==> src/dqvs_pkg.sv <==
// Shared types and constants for the deque with value search.
package dqvs_pkg;

  // Default sizes of the queue.
  localparam int unsigned DEPTH_DEF      = 1024;
  localparam int unsigned DATA_WIDTH_DEF = 32;

  // Fixed payload widths.
  localparam int unsigned OP_W     = 3;
  localparam int unsigned STATUS_W = 2;

  // Operation codes carried by an input item.
  typedef enum logic [OP_W-1:0] {
    OP_PUSH_TAIL = 3'd0,
    OP_PUSH_HEAD = 3'd1,
    OP_POP_TAIL  = 3'd2,
    OP_POP_HEAD  = 3'd3,
    OP_SEARCH    = 3'd4,
    OP_CLEAR     = 3'd5
  } op_e;

  // Status codes returned with each result.
  typedef enum logic [STATUS_W-1:0] {
    ST_OK       = 2'd0,
    ST_EMPTY    = 2'd1,
    ST_FULL     = 2'd2,
    ST_NOTFOUND = 2'd3
  } status_e;

  // Command broadcast to every cell of the chain.
  typedef enum logic [1:0] {
    CELL_HOLD,        // keep the stored word
    CELL_LOAD_TAIL,   // the cell at the tail slot takes the pushed word
    CELL_SHIFT_RIGHT, // every cell takes its head-side neighbor (push at head)
    CELL_SHIFT_LEFT   // every cell takes its tail-side neighbor, last live cell wraps
  } cell_cmd_e;

  // Controller states.
  typedef enum logic [1:0] {
    S_IDLE,
    S_EXEC,
    S_SEARCH,
    S_DONE
  } state_e;

endpackage

==> src/dqvs_cell.sv <==
// One storage cell of the queue chain: holds one word and trades it with its neighbors.
module dqvs_cell #(
  parameter int unsigned DATA_WIDTH = dqvs_pkg::DATA_WIDTH_DEF,
  parameter int unsigned CNT_W      = 11,
  parameter int unsigned IDX        = 0
) (
  input  logic                clk_i,
  input  dqvs_pkg::cell_cmd_e cmd_i,
  input  logic [CNT_W-1:0]    count_i,
  input  logic [DATA_WIDTH-1:0] word_i,
  input  logic [DATA_WIDTH-1:0] left_i,
  input  logic [DATA_WIDTH-1:0] right_i,
  input  logic [DATA_WIDTH-1:0] head_i,
  output logic [DATA_WIDTH-1:0] data_o
);

  localparam logic [CNT_W-1:0] IDX_C  = CNT_W'(IDX);
  localparam logic [CNT_W-1:0] NEXT_C = CNT_W'(IDX + 1);

  logic [DATA_WIDTH-1:0] data_d, data_q;

  // Select what this cell holds after the current cycle.
  always_comb begin
    data_d = data_q;
    case (cmd_i)
      dqvs_pkg::CELL_HOLD: data_d = data_q;
      dqvs_pkg::CELL_LOAD_TAIL: begin
        if (count_i == IDX_C) data_d = word_i;
      end
      dqvs_pkg::CELL_SHIFT_RIGHT: data_d = left_i;
      dqvs_pkg::CELL_SHIFT_LEFT: begin
        // The last live cell takes the head word so that a full pass rotates the queue.
        data_d = (count_i == NEXT_C) ? head_i : right_i;
      end
      default: data_d = data_q;
    endcase
  end

  // Payload storage needs no reset.
  always_ff @(posedge clk_i) begin
    data_q <= data_d;
  end

  assign data_o = data_q;

endmodule

==> config.mk <==
export PLATFORM = sky130hd
export DESIGN_NAME = dqvs_cell
export DESIGN_NICKNAME = d
export VERILOG_FILES = /design/src/dqvs_pkg.sv /design/src/dqvs_cell.sv
export SDC_FILE = /design/constraint.sdc
export NUM_CORES = 1
export LEC_CHECK = 0
export ABC_CLOCK_PERIOD_IN_PS = 5800
export BUFFER_PORTS_ARGS = -buffer_cell sky130_fd_sc_hd__buf_4
export CAP_MARGIN = 20
export CORE_AREA = 5 5 75 77
export DETAILED_ROUTE_END_ITERATION = 8
export DIE_AREA = 0 0 80 82
export PLACE_DENSITY = 0.85
export SLEW_MARGIN = 40
export SYNTH_ARGS = -nofsm -noshare
export SYNTH_HDL_FRONTEND = slang
export SYNTH_SLANG_ARGS = --single-unit
==> constraint.sdc <==
create_clock -name clk_i -period 5.8 [get_ports clk_i]
set_input_delay 1.16 -clock clk_i [delete_from_list [all_inputs] [get_ports clk_i]]
set_output_delay 1.16 -clock clk_i [all_outputs]
set_load 0.005 [all_outputs]
; Word-level counts from Yosys, hierarchy flattened
; Index checks and enable logic that the tools add are counted.
[word_totals]
register_bits = 32
inputBits = 142
out_inout_bits = 32
elab_cells = 13
[op_classes]
n_eq_ne = 5
muxes = 3
n_bitwise = 1
n_reduce_logical = 3
[ops]
columns = operator, count
row1 = 32-bit case mux with 3 select lines, 1
row2 = 32-bit two-way mux, 2
row3 = 11-bit by 1-bit == test with 1-bit output (second input constant), 1
row4 = 11-bit zero test, 1
row5 = 2-bit == test (second input constant), 2
row6 = 2-bit by 1-bit == test with 1-bit output (second input constant), 1
row7 = 2-bit zero test, 1
row8 = 2-bit != test (second input constant), 1
row9 = 2-bit AND reduction, 1
row10 = 1-bit inverter, 1

; Longest topological paths before layout
[logic_depth]
ltp_word = 3
mapped_depth = 6
mapped_depth_nobuf = 3

; Worst setup path before layout
; No wires, ideal clock.
[synth_path]
path_type = input-to-reg
from = in cmd_i[1]
to = reg data_q[0], in the netlist data_o[0] (enable)
setup_ps = 390
t_arrival_ps = 2392
required_ps = 5410
slack_ps = 3018
cell_stages = 3
path_buffers = 2
cell_sequence = buf_2 > buf_1 > a41o_1
[synth_between]
elab_chain_len = 3
elab_cells_between_ends = 5
classes_between = eq/ne (2) / bitwise (1) / reduce/logical (2)
[synth_lines]
columns = element, line_no
row1 = from (decl), dqvs_cell.sv:8  ; input dqvs_pkg::cell_cmd_e cmd_i,
row2 = 2-bit by 1-bit == test with 1-bit output / 2-bit zero test (equally long branches), dqvs_cell.sv:25  ; case (cmd_i)
row3 = 2-bit != test (no source line) / 1-bit inverter (equally long branches), n/a
row4 = 2-bit AND reduction (no source line) *, n/a
row5 = to (signal assigned), dqvs_cell.sv:41  ; data_q <= data_d;
row6 = to (decl), dqvs_cell.sv:20  ; logic [DATA_WIDTH-1:0] data_d, data_q;
; Every way passes the cells marked *; elsewhere a longest branch is shown, timed or not.
; A chain may end at the register's enable or synchronous reset.

; Final worst setup path
[layout_path]
from = in cmd_i[1]
to = reg data_q[24], in the netlist data_o[24], data pin
[layout_between]
elab_chain_len = 2
elab_cells_between_ends = 4
classes_between = eq/ne (3) / mux (1)
[layout_lines]
columns = element, line_no
row1 = 2-bit == test / 2-bit by 1-bit == test with 1-bit output (equally long branches), dqvs_cell.sv:25
row2 = 32-bit case mux with 3 select lines *, dqvs_cell.sv:25
row3 = via data_d[24], dqvs_cell.sv:20
; The timed path passes the listed nets; every way through them passes the cells marked *.

==> out/metrics.cfg <==
[status]
outcome=finished clean

[global_route]
grt_residual_overflow=0
grt_antenna_before_repair=0
grt_max_degree=68
wire_length_of_the_first_global_routing_pass_um=10000
grtUsageTotal_pct=19.7
first_global_vias=2187

[setup_path]
crit_path_end_kind=flip-flop
crit_arrival_ps=2620
setup.worst_path.start=cmd_i[1]
critical_path_peak_fanout=67
cp.required_ps=5940
timing.critical_path.to=data_o[24]$_DFFE_PP_
worstSetupPathType=in -> reg
critPathLaunchType=primary input

[floorplanning]
area_of_the_die_um2=6560
die_h_um=82
core_um2=4940
rows=26
floorplan.initialDensity_pct=39.1
dieWidth_um=80
ioPinCount=174

[placement]
place.detailed.instances=414
globalplace.congestion=0.847
dpl_worst_slack_ps=3030
place.port_buffers=173
placement.cell_area_um2=3230
detailed_placement_wirelength_estimate_um=5470

[timing]
clock.fmax_mhz=402
final_critical_path_setup_slack_ps=3310
max_slew_margin_pct=59.0
rsz_0062_raised_after_global_routing=no
slew_viol_final=0
final_period_demand_of_the_worst_path_ps=2490
setup_viol=0
hold_slack_ps=1180
timing.final.hold_violations=0
fin_tns_setup_ps=0
actual_slew_at_the_worst_max_slew_pin_ps=615
layout_worst_path_cycle_share_pct=42.9

[pwr]
combinationalPowerShare_pct=26.2
share_clk_of_total_power_pct=30.5
power_leakage_nw=1.62
internal_power_mw=0.519
p_seq_share_pct=43.3
netSwitchingPower_mw=0.148
p_total_mw=0.667
p_sw_share_pct=22.2
ir_drop_uv=95.8
power_per_cell_area_nw_per_um2=200

[yosys]
synth.lib_cells_used.distinct=18
synth.cell_area_um2=1930
seq_area_frac_synth_pct=49.7
synthCells=187
synth-warning-count=0
ys_ff_latch=32
synth.avg_cell_area_um2=10.3
synthesis.nets=329

[drt]
detail-route-antenna-nets=0
viasPerCell=5.10
route.vias.total=2152
first_pass_iters=4
remaining_drc_errors=0
finalWirelength_um=7090
dr.first_iter.drc_count=157
wl_per_cell_um=16.8

[cells_and_area]
final_area_um2=3330
proportion_of_layout_cells_with_a_drive_suffix_above_1_pct=52.6
largest_register_ff_count=32
finalNonFillerCells=422
finish.utilization_pct=67.4
seqCellArea_um2=961
diodes=0
final_nets=493
filler_cell_count=435
layout_common_cells=sky130_fd_sc_hd__buf_4 (175), sky130_fd_sc_hd__a221o_1 (32), sky130_fd_sc_hd__edfxtp_1 (32), sky130_fd_sc_hd__nand2_1 (31)
multi_input_comb_area_um2=751
areaGrowthSynthToFinish_pct=72.3
most_common_cell_after_layout_fill_and_taps_aside=sky130_fd_sc_hd__buf_4

[cts]
cts_max_path_buffers=2
clock_root_buffer=sky130_fd_sc_hd__clkbuf_8
cts_resized=0
cts.hold.buffers_added=0
cts.reportedPaths.clkPinSlew_ps=70
cts.sink_count=32
cts_htree_levels=2
count_of_buffers_added_by_post_cts_timing_repair_for_setup=0
tritoncts=built
numCtsBuffers=5

[flow_run]
maxCapViolations=0

[min_path]
min-delay-start=head_i[0]
path_category_of_the_worst_min_delay_check=in -> reg

[synth_stat cells]
| cell | n | area share, % |
|---|---|---|
| sky130_fd_sc_hd__a41o_1 | 1 | 0.52 |
| sky130_fd_sc_hd__clkbuf_1 | 7 | 1.4 |
| sky130_fd_sc_hd__nand2b_1 | 2 | 0.65 |
| sky130_fd_sc_hd__a221o_1 | 32 | 17 |
| sky130_fd_sc_hd__buf_6 | 5 | 2.9 |
| sky130_fd_sc_hd__buf_2 | 4 | 1.0 |
| sky130_fd_sc_hd__buf_1 | 2 | 0.39 |
| sky130_fd_sc_hd__nor4_4 | 2 | 2.2 |
| sky130_fd_sc_hd__o22ai_1 | 30 | 9.7 |
| sky130_fd_sc_hd__inv_1 | 30 | 5.8 |
| sky130_fd_sc_hd__nand2_1 | 31 | 6.0 |
| sky130_fd_sc_hd__nor2_1 | 3 | 0.58 |
| sky130_fd_sc_hd__nor2b_1 | 1 | 0.32 |
| sky130_fd_sc_hd__a41oi_2 | 1 | 0.84 |
| sky130_fd_sc_hd__and4_4 | 1 | 0.58 |
| sky130_fd_sc_hd__and3_1 | 1 | 0.32 |
| sky130_fd_sc_hd__a21oi_1 | 2 | 0.52 |
| sky130_fd_sc_hd__edfxtp_1 | 32 | 50 |
[logic make-up (layout without fill, tap and decap cells)]
group           after synthesis  in the layout  synth area share (%)
flops                        32             32                  49.7
compound gates               66             66                  28.1
buf+inv                      48            213                  11.5
simple gates                 41             41                  10.7
[worst min-delay path by stage]
stage	cells past startpoint	slack, ps	to
finish	2	1180	data_o[0]$_DFFE_PP_
global route	2	1170	data_o[31]$_DFFE_PP_
CTS	2	1170	data_o[2]$_DFFE_PP_
detailed placement	2	1460	data_o[12]$_DFFE_PP_
global placement	2	1460	data_o[14]$_DFFE_PP_
floorplan	1	1370	data_o[6]$_DFFE_PP_
[critical path: stages]
cell and delay, ps:
sky130_fd_sc_hd__buf_4 490, sky130_fd_sc_hd__and3_1 250, sky130_fd_sc_hd__and4_4 480, sky130_fd_sc_hd__a221o_1 220
[power groups by stage]
stage | registers, mW | logic [mW] | clock network (mW)
3_5_place_dp | 0.294 | 0.176 | 0
3_3_place_gp | 0.293 | 0.172 | 0
5_1_grt | 0.291 | 0.189 | 0.218
4_1_cts | 0.289 | 0.176 | 0.208
6_report | 0.288 | 0.175 | 0.204
2_1_floorplan | 0.296 | 0.0542 | 0
[final cells by class]
type | instances | area share, %
Clock buffer | 5 | 2.07
Clock inverter | 3 | 1.13
Inverter | 30 | 3.38
Multi-Input combinational cell | 107 | 22.5
Sequential cell | 32 | 28.8
Tap cell | 70 | 2.63
Timing Repair Buffer | 175 | 39.4
[layer usage]
metal | GRT usage (%) | wire length, um
met5 | 0 | 0
met4 | 8.28 | 202
met3 | 4.28 | 437
met2 | 37.7 | 3880
met1 | 20.7 | 2570
(Power assumes the default switching activity.)
