$ cat src/dqvs_pkg.sv
// Shared types and constants for the deque with value search.
package dqvs_pkg;

  // Default sizes of the queue.
  localparam int unsigned DEPTH_DEF      = 1024;
  localparam int unsigned DATA_WIDTH_DEF = 32;

  // Fixed payload widths.
  localparam int unsigned OP_W     = 3;
  localparam int unsigned STATUS_W = 2;

  // Operation codes carried by an input item.
  typedef enum logic [OP_W-1:0] {
    OP_PUSH_TAIL = 3'd0,
    OP_PUSH_HEAD = 3'd1,
    OP_POP_TAIL  = 3'd2,
    OP_POP_HEAD  = 3'd3,
    OP_SEARCH    = 3'd4,
    OP_CLEAR     = 3'd5
  } op_e;

  // Status codes returned with each result.
  typedef enum logic [STATUS_W-1:0] {
    ST_OK       = 2'd0,
    ST_EMPTY    = 2'd1,
    ST_FULL     = 2'd2,
    ST_NOTFOUND = 2'd3
  } status_e;

  // Command broadcast to every cell of the chain.
  typedef enum logic [1:0] {
    CELL_HOLD,        // keep the stored word
    CELL_LOAD_TAIL,   // the cell at the tail slot takes the pushed word
    CELL_SHIFT_RIGHT, // every cell takes its head-side neighbor (push at head)
    CELL_SHIFT_LEFT   // every cell takes its tail-side neighbor, last live cell wraps
  } cell_cmd_e;

  // Controller states.
  typedef enum logic [1:0] {
    S_IDLE,
    S_EXEC,
    S_SEARCH,
    S_DONE
  } state_e;

endpackage

$ cat src/dqvs_if.sv
// Handshake channels for input items and result items.
interface dqvs_item_if #(
  parameter int unsigned DATA_WIDTH = dqvs_pkg::DATA_WIDTH_DEF
);
  logic                        valid;
  logic                        ready;
  logic [dqvs_pkg::OP_W-1:0]   operation;
  logic [DATA_WIDTH-1:0]       value;

  modport source (output valid, output operation, output value, input ready);
  modport sink   (input valid, input operation, input value, output ready);
endinterface

interface dqvs_result_if #(
  parameter int unsigned DEPTH = dqvs_pkg::DEPTH_DEF
);
  localparam int unsigned POS_W = $clog2(DEPTH);
  localparam int unsigned OCC_W = $clog2(DEPTH + 1);

  logic                          valid;
  logic                          ready;
  logic [dqvs_pkg::STATUS_W-1:0] status;
  logic [POS_W-1:0]              position;
  logic [OCC_W-1:0]              occupancy;

  modport source (output valid, output status, output position, output occupancy,
                  input ready);
  modport sink   (input valid, input status, input position, input occupancy,
                  output ready);
endinterface

$ cat src/dqvs_ctrl.sv
// Sequencer: takes operations, drives the cell chain and returns one result per item.
module dqvs_ctrl #(
  parameter int unsigned DEPTH      = dqvs_pkg::DEPTH_DEF,
  parameter int unsigned DATA_WIDTH = dqvs_pkg::DATA_WIDTH_DEF,
  parameter int unsigned CNT_W      = $clog2(DEPTH + 1),
  parameter int unsigned POS_W      = $clog2(DEPTH)
) (
  input  logic                  clk_i,
  input  logic                  rst_ni,
  dqvs_item_if.sink             item_i,
  dqvs_result_if.source         result_o,
  input  logic [DATA_WIDTH-1:0] head_data_i,
  output logic [DATA_WIDTH-1:0] word_o,
  output logic [CNT_W-1:0]      count_o,
  output dqvs_pkg::cell_cmd_e   cmd_o
);

  localparam logic [CNT_W-1:0] FULL_C = CNT_W'(DEPTH);
  localparam logic [CNT_W-1:0] ONE_C  = CNT_W'(1);

  dqvs_pkg::state_e state_d, state_q;
  dqvs_pkg::op_e    op_q;
  logic [DATA_WIDTH-1:0] word_q;
  logic [CNT_W-1:0] count_d, count_q;
  logic [CNT_W-1:0] step_d, step_q;
  logic             found_d, found_q;
  logic [POS_W-1:0] match_d, match_q;

  logic                   out_valid_d, out_valid_q;
  logic [dqvs_pkg::STATUS_W-1:0] out_status_q;
  logic [POS_W-1:0]       out_pos_q;
  logic [CNT_W-1:0]       out_occ_q;

  logic             out_free;
  logic             full, empty, last_step;
  logic             res_load;
  dqvs_pkg::status_e res_status;
  logic [POS_W-1:0] res_pos;

  assign out_free  = !out_valid_q || result_o.ready;
  assign full      = (count_q == FULL_C);
  assign empty     = (count_q == '0);
  assign last_step = (step_q == (count_q - ONE_C));

  // Next state.
  always_comb begin
    state_d = state_q;
    case (state_q)
      dqvs_pkg::S_IDLE: begin
        if (item_i.valid) state_d = dqvs_pkg::S_EXEC;
      end
      dqvs_pkg::S_EXEC: begin
        if (op_q == dqvs_pkg::OP_SEARCH) begin
          state_d = empty ? dqvs_pkg::S_DONE : dqvs_pkg::S_SEARCH;
        end else if (out_free) begin
          state_d = dqvs_pkg::S_IDLE;
        end
      end
      dqvs_pkg::S_SEARCH: begin
        if (last_step) state_d = dqvs_pkg::S_DONE;
      end
      dqvs_pkg::S_DONE: begin
        if (out_free) state_d = dqvs_pkg::S_IDLE;
      end
      default: state_d = dqvs_pkg::S_IDLE;
    endcase
  end

  // Cell commands, occupancy update, search tracking and the result to register.
  always_comb begin
    cmd_o      = dqvs_pkg::CELL_HOLD;
    count_d    = count_q;
    step_d     = step_q;
    found_d    = found_q;
    match_d    = match_q;
    res_load   = 1'b0;
    res_status = dqvs_pkg::ST_OK;
    res_pos    = '0;
    case (state_q)
      dqvs_pkg::S_EXEC: begin
        step_d  = '0;
        found_d = 1'b0;
        match_d = '0;
        if (op_q != dqvs_pkg::OP_SEARCH && out_free) begin
          res_load = 1'b1;
          case (op_q)
            dqvs_pkg::OP_PUSH_TAIL: begin
              if (full) begin
                res_status = dqvs_pkg::ST_FULL;
              end else begin
                cmd_o   = dqvs_pkg::CELL_LOAD_TAIL;
                count_d = count_q + ONE_C;
              end
            end
            dqvs_pkg::OP_PUSH_HEAD: begin
              if (full) begin
                res_status = dqvs_pkg::ST_FULL;
              end else begin
                cmd_o   = dqvs_pkg::CELL_SHIFT_RIGHT;
                count_d = count_q + ONE_C;
              end
            end
            dqvs_pkg::OP_POP_TAIL: begin
              if (empty) res_status = dqvs_pkg::ST_EMPTY;
              else       count_d    = count_q - ONE_C;
            end
            dqvs_pkg::OP_POP_HEAD: begin
              if (empty) begin
                res_status = dqvs_pkg::ST_EMPTY;
              end else begin
                cmd_o   = dqvs_pkg::CELL_SHIFT_LEFT;
                count_d = count_q - ONE_C;
              end
            end
            dqvs_pkg::OP_CLEAR: count_d = '0;
            default: ;
          endcase
        end
      end
      dqvs_pkg::S_SEARCH: begin
        // Rotate the live entries past the head cell once, comparing each in turn.
        cmd_o  = dqvs_pkg::CELL_SHIFT_LEFT;
        step_d = step_q + ONE_C;
        if (!found_q && head_data_i == word_q) begin
          found_d = 1'b1;
          match_d = step_q[POS_W-1:0];
        end
      end
      dqvs_pkg::S_DONE: begin
        if (out_free) begin
          res_load   = 1'b1;
          res_status = found_q ? dqvs_pkg::ST_OK : dqvs_pkg::ST_NOTFOUND;
          res_pos    = found_q ? match_q : '0;
        end
      end
      default: ;
    endcase
  end

  // The output register frees when its transfer completes.
  always_comb begin
    out_valid_d = out_valid_q;
    if (res_load)             out_valid_d = 1'b1;
    else if (result_o.ready)  out_valid_d = 1'b0;
  end

  // Control state.
  always_ff @(posedge clk_i or negedge rst_ni) begin
    if (!rst_ni) begin
      state_q     <= dqvs_pkg::S_IDLE;
      count_q     <= '0;
      step_q      <= '0;
      found_q     <= 1'b0;
      out_valid_q <= 1'b0;
    end else begin
      state_q     <= state_d;
      count_q     <= count_d;
      step_q      <= step_d;
      found_q     <= found_d;
      out_valid_q <= out_valid_d;
    end
  end

  // Payload registers for the accepted item, the match and the result.
  always_ff @(posedge clk_i) begin
    match_q <= match_d;
    if (item_i.valid && item_i.ready) begin
      op_q   <= dqvs_pkg::op_e'(item_i.operation);
      word_q <= item_i.value;
    end
    if (res_load) begin
      out_status_q <= res_status;
      out_pos_q    <= res_pos;
      out_occ_q    <= count_d;
    end
  end

  assign item_i.ready       = (state_q == dqvs_pkg::S_IDLE);
  assign result_o.valid     = out_valid_q;
  assign result_o.status    = out_status_q;
  assign result_o.position  = out_pos_q;
  assign result_o.occupancy = out_occ_q;

  assign word_o  = word_q;
  assign count_o = count_q;

endmodule

$ cat src/flat_wrapper.sv
// flat-port wrapper written by rule: the top's interface ports become plain ports
module dqvs_ctrl_flat 
#(
  parameter int unsigned DEPTH      = dqvs_pkg::DEPTH_DEF,
  parameter int unsigned DATA_WIDTH = dqvs_pkg::DATA_WIDTH_DEF,
  parameter int unsigned CNT_W      = $clog2(DEPTH + 1),
  parameter int unsigned POS_W      = $clog2(DEPTH)
)
  (clk_i, rst_ni, head_data_i, word_o, count_o, cmd_o, item_i_valid, item_i_operation, item_i_value, item_i_ready, result_o_valid, result_o_status, result_o_position, result_o_occupancy, result_o_ready);
  dqvs_item_if #(.DATA_WIDTH(DATA_WIDTH)) item_i_i ();
  dqvs_result_if #(.DEPTH(DEPTH)) result_o_i ();
  input  logic clk_i;
  input  logic rst_ni;
  input  logic [DATA_WIDTH-1:0] head_data_i;
  output logic [DATA_WIDTH-1:0] word_o;
  output logic [CNT_W-1:0] count_o;
  output dqvs_pkg::cell_cmd_e cmd_o;
  input wire logic [$bits(item_i_i.valid)-1:0] item_i_valid;
  input wire logic [$bits(item_i_i.operation)-1:0] item_i_operation;
  input wire logic [$bits(item_i_i.value)-1:0] item_i_value;
  output wire logic [$bits(item_i_i.ready)-1:0] item_i_ready;
  output wire logic [$bits(result_o_i.valid)-1:0] result_o_valid;
  output wire logic [$bits(result_o_i.status)-1:0] result_o_status;
  output wire logic [$bits(result_o_i.position)-1:0] result_o_position;
  output wire logic [$bits(result_o_i.occupancy)-1:0] result_o_occupancy;
  input wire logic [$bits(result_o_i.ready)-1:0] result_o_ready;
  assign item_i_i.valid = item_i_valid;
  assign item_i_i.operation = item_i_operation;
  assign item_i_i.value = item_i_value;
  assign item_i_ready = item_i_i.ready;
  assign result_o_valid = result_o_i.valid;
  assign result_o_status = result_o_i.status;
  assign result_o_position = result_o_i.position;
  assign result_o_occupancy = result_o_i.occupancy;
  assign result_o_i.ready = result_o_ready;
  dqvs_ctrl #(.DEPTH(DEPTH), .DATA_WIDTH(DATA_WIDTH), .CNT_W(CNT_W), .POS_W(POS_W)) u_core (.clk_i(clk_i), .rst_ni(rst_ni), .item_i(item_i_i), .result_o(result_o_i), .head_data_i(head_data_i), .word_o(word_o), .count_o(count_o), .cmd_o(cmd_o));
endmodule
$ cat config.mk
export PLATFORM = sky130hd
export DESIGN_NAME = dqvs_ctrl_flat
export DESIGN_NICKNAME = d
export VERILOG_FILES = /design/src/dqvs_pkg.sv /design/src/dqvs_if.sv /design/src/dqvs_ctrl.sv /design/src/flat_wrapper.sv
export SDC_FILE = /design/constraint.sdc
export NUM_CORES = 1
export LEC_CHECK = 0
export ABC_AREA = 1
export BUFFER_PORTS_ARGS = -buffer_cell sky130_fd_sc_hd__buf_2
export CORE_UTILIZATION = 30
export CTS_BUF_LIST = sky130_fd_sc_hd__clkbuf_16
export CTS_CLUSTER_SIZE = 40
export DETAILED_ROUTE_END_ITERATION = 16
export PLACE_DENSITY = 0.59
export SLEW_MARGIN = 40
export SYNTH_ARGS = -nofsm -noshare
export SYNTH_HDL_FRONTEND = slang
export SYNTH_SLANG_ARGS = --single-unit
export TNS_END_PERCENT = 30
$ cat constraint.sdc
create_clock -name clk_i -period 2.4 [get_ports clk_i]
set_clock_uncertainty 0.05 [all_clocks]
set_input_delay 0.12 -clock clk_i [delete_from_list [all_inputs] [get_ports clk_i]]
set_output_delay 0.12 -clock clk_i [all_outputs]
set_load 0.005 [all_outputs]
# Word-level counts from Yosys, hierarchy flattened
# Index checks and enable logic that the tools add are counted.
# Widths: inputs -> output; s select.
# op_classes
n_mux	34
add_sub_neg	3
eq_ne	15
reduce_logical	16
# ops
operator	count
$mux 11	4
$pmux 11 s3	1
$eq 32x32->1	1
$add 11x1->11 const B	2
$mux 2	11
$pmux 11 s2	1
$pmux 10 s2	1
$pmux 2 s2	3
$eq 11x11->1	1
$eq 11x11->1 const B	1
$logic_not 11->1	1
$sub 11x1->11 const B	1
$mux 10	1
$mux 1	8
$pmux 2 s4	1
$eq 3x2->1 const B	2
$eq 3x3->1 const B	2
$pmux 2 s3	1
$eq 2x2->1 const B	2
$ne 2x1->1 const B	2
$pmux 1 s2	2
$reduce_and 2->1	2
$reduce_bool 2->1	2
$reduce_or 2->1	2
10 further kinds	13
# word_totals
ff_bits	94
output_inout_bits	70
inputBits	71

# Logic depth before layout (Yosys ltp)
# depth
word_depth	6
ltp_mapped	15

# Least setup slack after synthesis
# Ideal clock, no wire load.
# synth_path
path_type	reg2reg
from	register u_core.state_q[1]
to	register u_core.out_occ_q[0], in the netlist u_core.result_o.occupancy[0], enable pin
setup_ns	0.411
path_stages_with_launch	5
n_path_buf	0
path_slack_ns	-0.025
t_arrival_ns	1.964
cell_sequence	dfrtp_1 > inv_1 > ha_1 > nand2_1 > a21oi_1
# synth_via
elab_chain_len	2
word_cells_on_any_way	3
classes_between	eq/ne: 2; mux: 1
# synth_rtl
item	line_no	text
from (decl)	dqvs_ctrl.sv:21	dqvs_pkg::state_e state_d, state_q;
from (signal assigned)	dqvs_ctrl.sv:150	state_q <= dqvs_pkg::S_IDLE;
from (signal assigned)	dqvs_ctrl.sv:156	state_q <= state_d;
$eq 2x2->1 / $eq 2x1->1 (equally long branches)	dqvs_ctrl.sv:79	case (state_q)
$pmux 1 s2 (*)	dqvs_ctrl.sv:79	
to (signal assigned)	dqvs_ctrl.sv:174	out_occ_q <= count_d;
to (decl)	dqvs_ctrl.sv:32	logic [CNT_W-1:0] out_occ_q;
# Mark *: on every way between the ends. The rest lies on a longest branch, timed or not.
# A chain may end at the register's enable or synchronous reset.

# Worst setup path after layout
# layout_path
from	register u_core.count_q[7], in the netlist u_core.count_o[7]
to	output port cmd_o[0]
# layout_via
elab_chain_len	5
word_cells_on_any_way	7
classes_between	eq/ne: 1; mux: 5; reduce/logical: 1
# layout_rtl
item	line_no	text
from (decl)	dqvs_ctrl.sv:24	logic [CNT_W-1:0] count_d, count_q;
from (signal assigned)	dqvs_ctrl.sv:157	count_q <= count_d;
$eq 11x11->1 / $logic_not 11->1 (equally long branches)	dqvs_ctrl.sv:41, dqvs_ctrl.sv:42	
$mux 1 / $mux 2 (equally long branches)	dqvs_ctrl.sv:88, dqvs_ctrl.sv:108	
$pmux 2 s3 (*)	dqvs_ctrl.sv:86	case (op_q)
$mux 2 (*)	dqvs_ctrl.sv:84	if (op_q != dqvs_pkg::OP_SEARCH && out_free) begin
$pmux 2 s2 (*)	dqvs_ctrl.sv:79	
to (decl)	flat_wrapper.sv:17	output dqvs_pkg::cell_cmd_e cmd_o;
# Marked as above.

==> key figures <==
Run status
  – Status: complete, no violations

Power
  – Switching power: 2.71 mW
  – Lkg Pwr: 3.10 nW
  – Clock power share: 22.1%
  – Switching share of total power: 38.2%
  – Power density cells: 1070 nW/um^2
  – Internal power: 4.39 mW
  – Sequential share of power: 38.5%
  – Max IR drop VDD: 0.603 mV
  – Combinational group share of total power: 39.4%

CTS
  – CTS clk-pin slew, worst paths: 0.07 ns
  – CTS Buffer Depth: 2
  – Clk Latency, worst-skew pair: 0.36 ns
  – Post-CTS Setup Bufs: 0
  – CTS tree: done
  – Num Clock Sinks: 94
  – Cts bufs inserted: 9
  – Clock Root Buffer: clkbuf_16
  – CTS H-tree lvls: 3

Global route
  – Largest net degree at the start of global routing: 36
  – Overall routing resource usage: 16.3%
  – Grt ovf: 0
  – Number of global-route vias before repair: 4025
  – Initial antenna violation count: 1
  – First-pass GRT wire length: 20700 um

Drt
  – Pre-Repair DR Iteration Count: 4
  – Iter 0 DRT Violations: 152
  – Post-DR vias/cell: 4.41
  – DR vias: 4182
  – Detailed Route WL: 13000 um
  – DRC viols: 0
  – Routed Antenna Nets: 0
  – Avg WL per Cell: 13.7 um

Setup path
  – Worst path required time: 2.23 ns
  – Arrival @ worst endpoint: 2.09 ns
  – CP startpoint kind: register
  – CP Class: register to primary output
  – Worst-path fanout max: 6
  – CP Capture Type: primary output

Placement
  – Dpl ws: 0.227 ns
  – I/O Buffers: 140
  – HPWL after DPL: 10000 um
  – Final Wtd Congestion: 0.847

Finish
  – Finished Core Util: 41.6%
  – Total of fill cells in the finished design: 1592
  – Diode count: 0
  – Fraction of layout cells with a size suffix above 1: 28.8%
  – Multi-input gate area: 1830 um^2
  – Seq. cell area: 2690 um^2
  – Fin nets: 807
  – Synth-to-layout area growth: 35.2%

Timing
  – Tcrit/Tclk final: 94.3%
  – Min Tclk post-route: 2.26 ns
  – Setup_tns: 0 ns
  – Slew at the pin closest to its max-slew limit: 0.658 ns
  – Slew Limit Fails: 0
  – RSZ-0062 raised after global routing: false
  – Worst slew margin: 56.1%
  – Setup violations, final: 0
  – Max Freq: 442 MHz
  – Fin. Hold Viols: 0
  – Final worst setup slack: 0.136 ns

Logic synthesis
  – EDFF count, synth: 68
  – Synth area leaders: edfxtp_1, dfrtp_1, nand2_1
  – Cell count after synthesis: 534
  – Seq/Total Area, Yosys: 54.8%
  – Ys async rst share: 27.7%
  – Cell with the most instances after synthesis: nand2_1
  – Syn nets: 613
  – Synth warnings: 0
  – Synthesized flop and latch total: 94
  – Post-synth top cells: nand2_1, inv_1, edfxtp_1
  – Synth cell types: 45
  – Post-Syn Area: 4910 um^2
  – Area leader, netlist: edfxtp_1
  – Syn_area_per_cell: 9.20 um^2
  – Dominant synthesized flop cell: edfxtp_1
  – Yosys top cell area share: 41.6%

Floorplan
  – Initial core utilization: 30.8%
  – Placeable core area: 15900 um^2
  – Row count: 46
  – Die height: 130 um
  – DIE AREA: 16900 um^2
  – Die W: 130 um
  – IO Count: 141

Min path
  – Worst Hold Class: primary input to register

Run
  – Max cap viols: 0
-- final cells by class --
type,count,area share (%)
Sequential cell,94,40.6
Multi-Input combinational cell,339,27.6
Timing Repair Buffer,191,17.7
Inverter,93,5.26
Tap cell,216,4.07
Clock buffer,9,3.39
Clock inverter,7,1.45
-- state kept, by name, summed over array words and instances, names as in the netlist --
signal,cells
u_core.op_q,3
u_core.count_o,11
u_core.word_o,32
u_core.result_o.valid,1
u_core.found_q,1
u_core.step_q,11
u_core.result_o.status,2
u_core.match_q,10
u_core.result_o.occupancy,11
u_core.result_o.position,10
u_core.state_q,2
-- cells in the final DEF, fill, tap and decap left out, drive strengths merged --
cell type / Yosys / final
o22ai: 5 / 5
o31ai: 1 / 1
o211ai: 2 / 2
o311ai: 1 / 1
a211o: 1 / 1
a21boi: 1 / 1
o221ai: 1 / 1
nor4: 5 / 5
o2111ai: 1 / 1
clkbuf: 3 / 9
buf: 5 / 155
a221oi: 1 / 1
edfxtp: 68 / 68
a32oi: 1 / 1
nand3: 51 / 51
a21oi: 10 / 10
or2: 4 / 4
dlygate4sd3: 0 / 36
o21ai: 34 / 34
xnor2: 4 / 4
xor2: 17 / 17
inv: 92 / 94
nor2: 49 / 49
nor3: 11 / 11
nand4: 4 / 4
a22oi: 2 / 2
clkinv: 1 / 4
a31oi: 2 / 2
dfrtp: 26 / 26
nand2: 123 / 123
bufinv: 0 / 2
ha: 8 / 8
-- routing by layer --
metal	track usage (%)	vias up	share of wire [%]
met1	20.8	1917	46
met4	7.11	0	2.7
met5	0	-	0
met3	3.36	25	4.0
li1	-	2155	-
met2	26.6	85	48
-- through the flow --
stage                     cells  instance area, um^2  total power [mW]  hold slack, ns
final                       949                 6640              7.10          0.0960
after global routing        949                 6640              7.62           0.131
after CTS                   949                 6630              7.15          0.0929
after detailed placement    897                 5940              5.52           0.143
after global placement      897                 5940              5.50           0.141
after floorplan             534                 4920              4.45          -0.226
-- power by group through the flow --
stage	registers, mW	logic (mW)	clock network [mW]
3_5_place_dp	2.77	2.74	0
6_report	2.73	2.80	1.57
3_3_place_gp	2.77	2.73	0
5_1_grt	2.80	3.15	1.66
4_1_cts	2.74	2.80	1.60
2_1_floorplan	2.78	1.67	0
-- cells by family after synthesis --
kind of cell | after synthesis | share of synthesized area, %
and+or+nand+nor | 247 | 23.6
adders and majority gates | 8 | 2.04
AOI/OAI and AO/OA | 63 | 7.59
DFF | 94 | 54.8
xor gates and xnor gates | 21 | 3.74
buffers and inverters | 101 | 8.23
-- path summary, 6_finish.rpt --
| kind | startpoint | to | slack, ns | cells after the start |
|---|---|---|---|---|
| hold reg to reg | u_core.step_q[4]$_DFFE_PN0P_ | u_core.step_q[4]$_DFFE_PN0P_ | 0.49 | 1 |
| hold / removal | item_i_valid | u_core.state_q[0]$_DFFE_PN0P_ | 0.1 | 4 |
| setup / recovery | u_core.count_o[7]$_DFF_PN0_ | cmd_o[0] | 0.14 | 11 |
| setup reg to reg | u_core.state_q[1]$_DFFE_PN0P_ | u_core.result_o.occupancy[1]$_DFFE_PP_ | 0.22 | 9 |
| min in group asynchronous | rst_ni | u_core.count_o[10]$_DFF_PN0_ | 0.28 | 2 |
| max in group asynchronous | rst_ni | u_core.state_q[1]$_DFFE_PN0P_ | 1.59 | 2 |
-- what timing repair did --
action | CTS | global route
hold buffers | 36 | 0
endpoints found under the hold margin | 61 | 0
endpoints found under the setup margin | 0 | 12
gates resized for setup | 0 | 3
-- critical path, stage by stage (launching register included) --
cell,delay [ns]
dfrtp_1,0.44
nor2_1,0.18
nand2_1,0.11
inv_1,0.10
nand3_2,0.10
inv_1,0.07
nand3_1,0.17
inv_1,0.17
o22ai_1,0.09
nand3_1,0.10
nand2_1,0.08
buf_2,0.13
(Power assumes the default switching activity.)
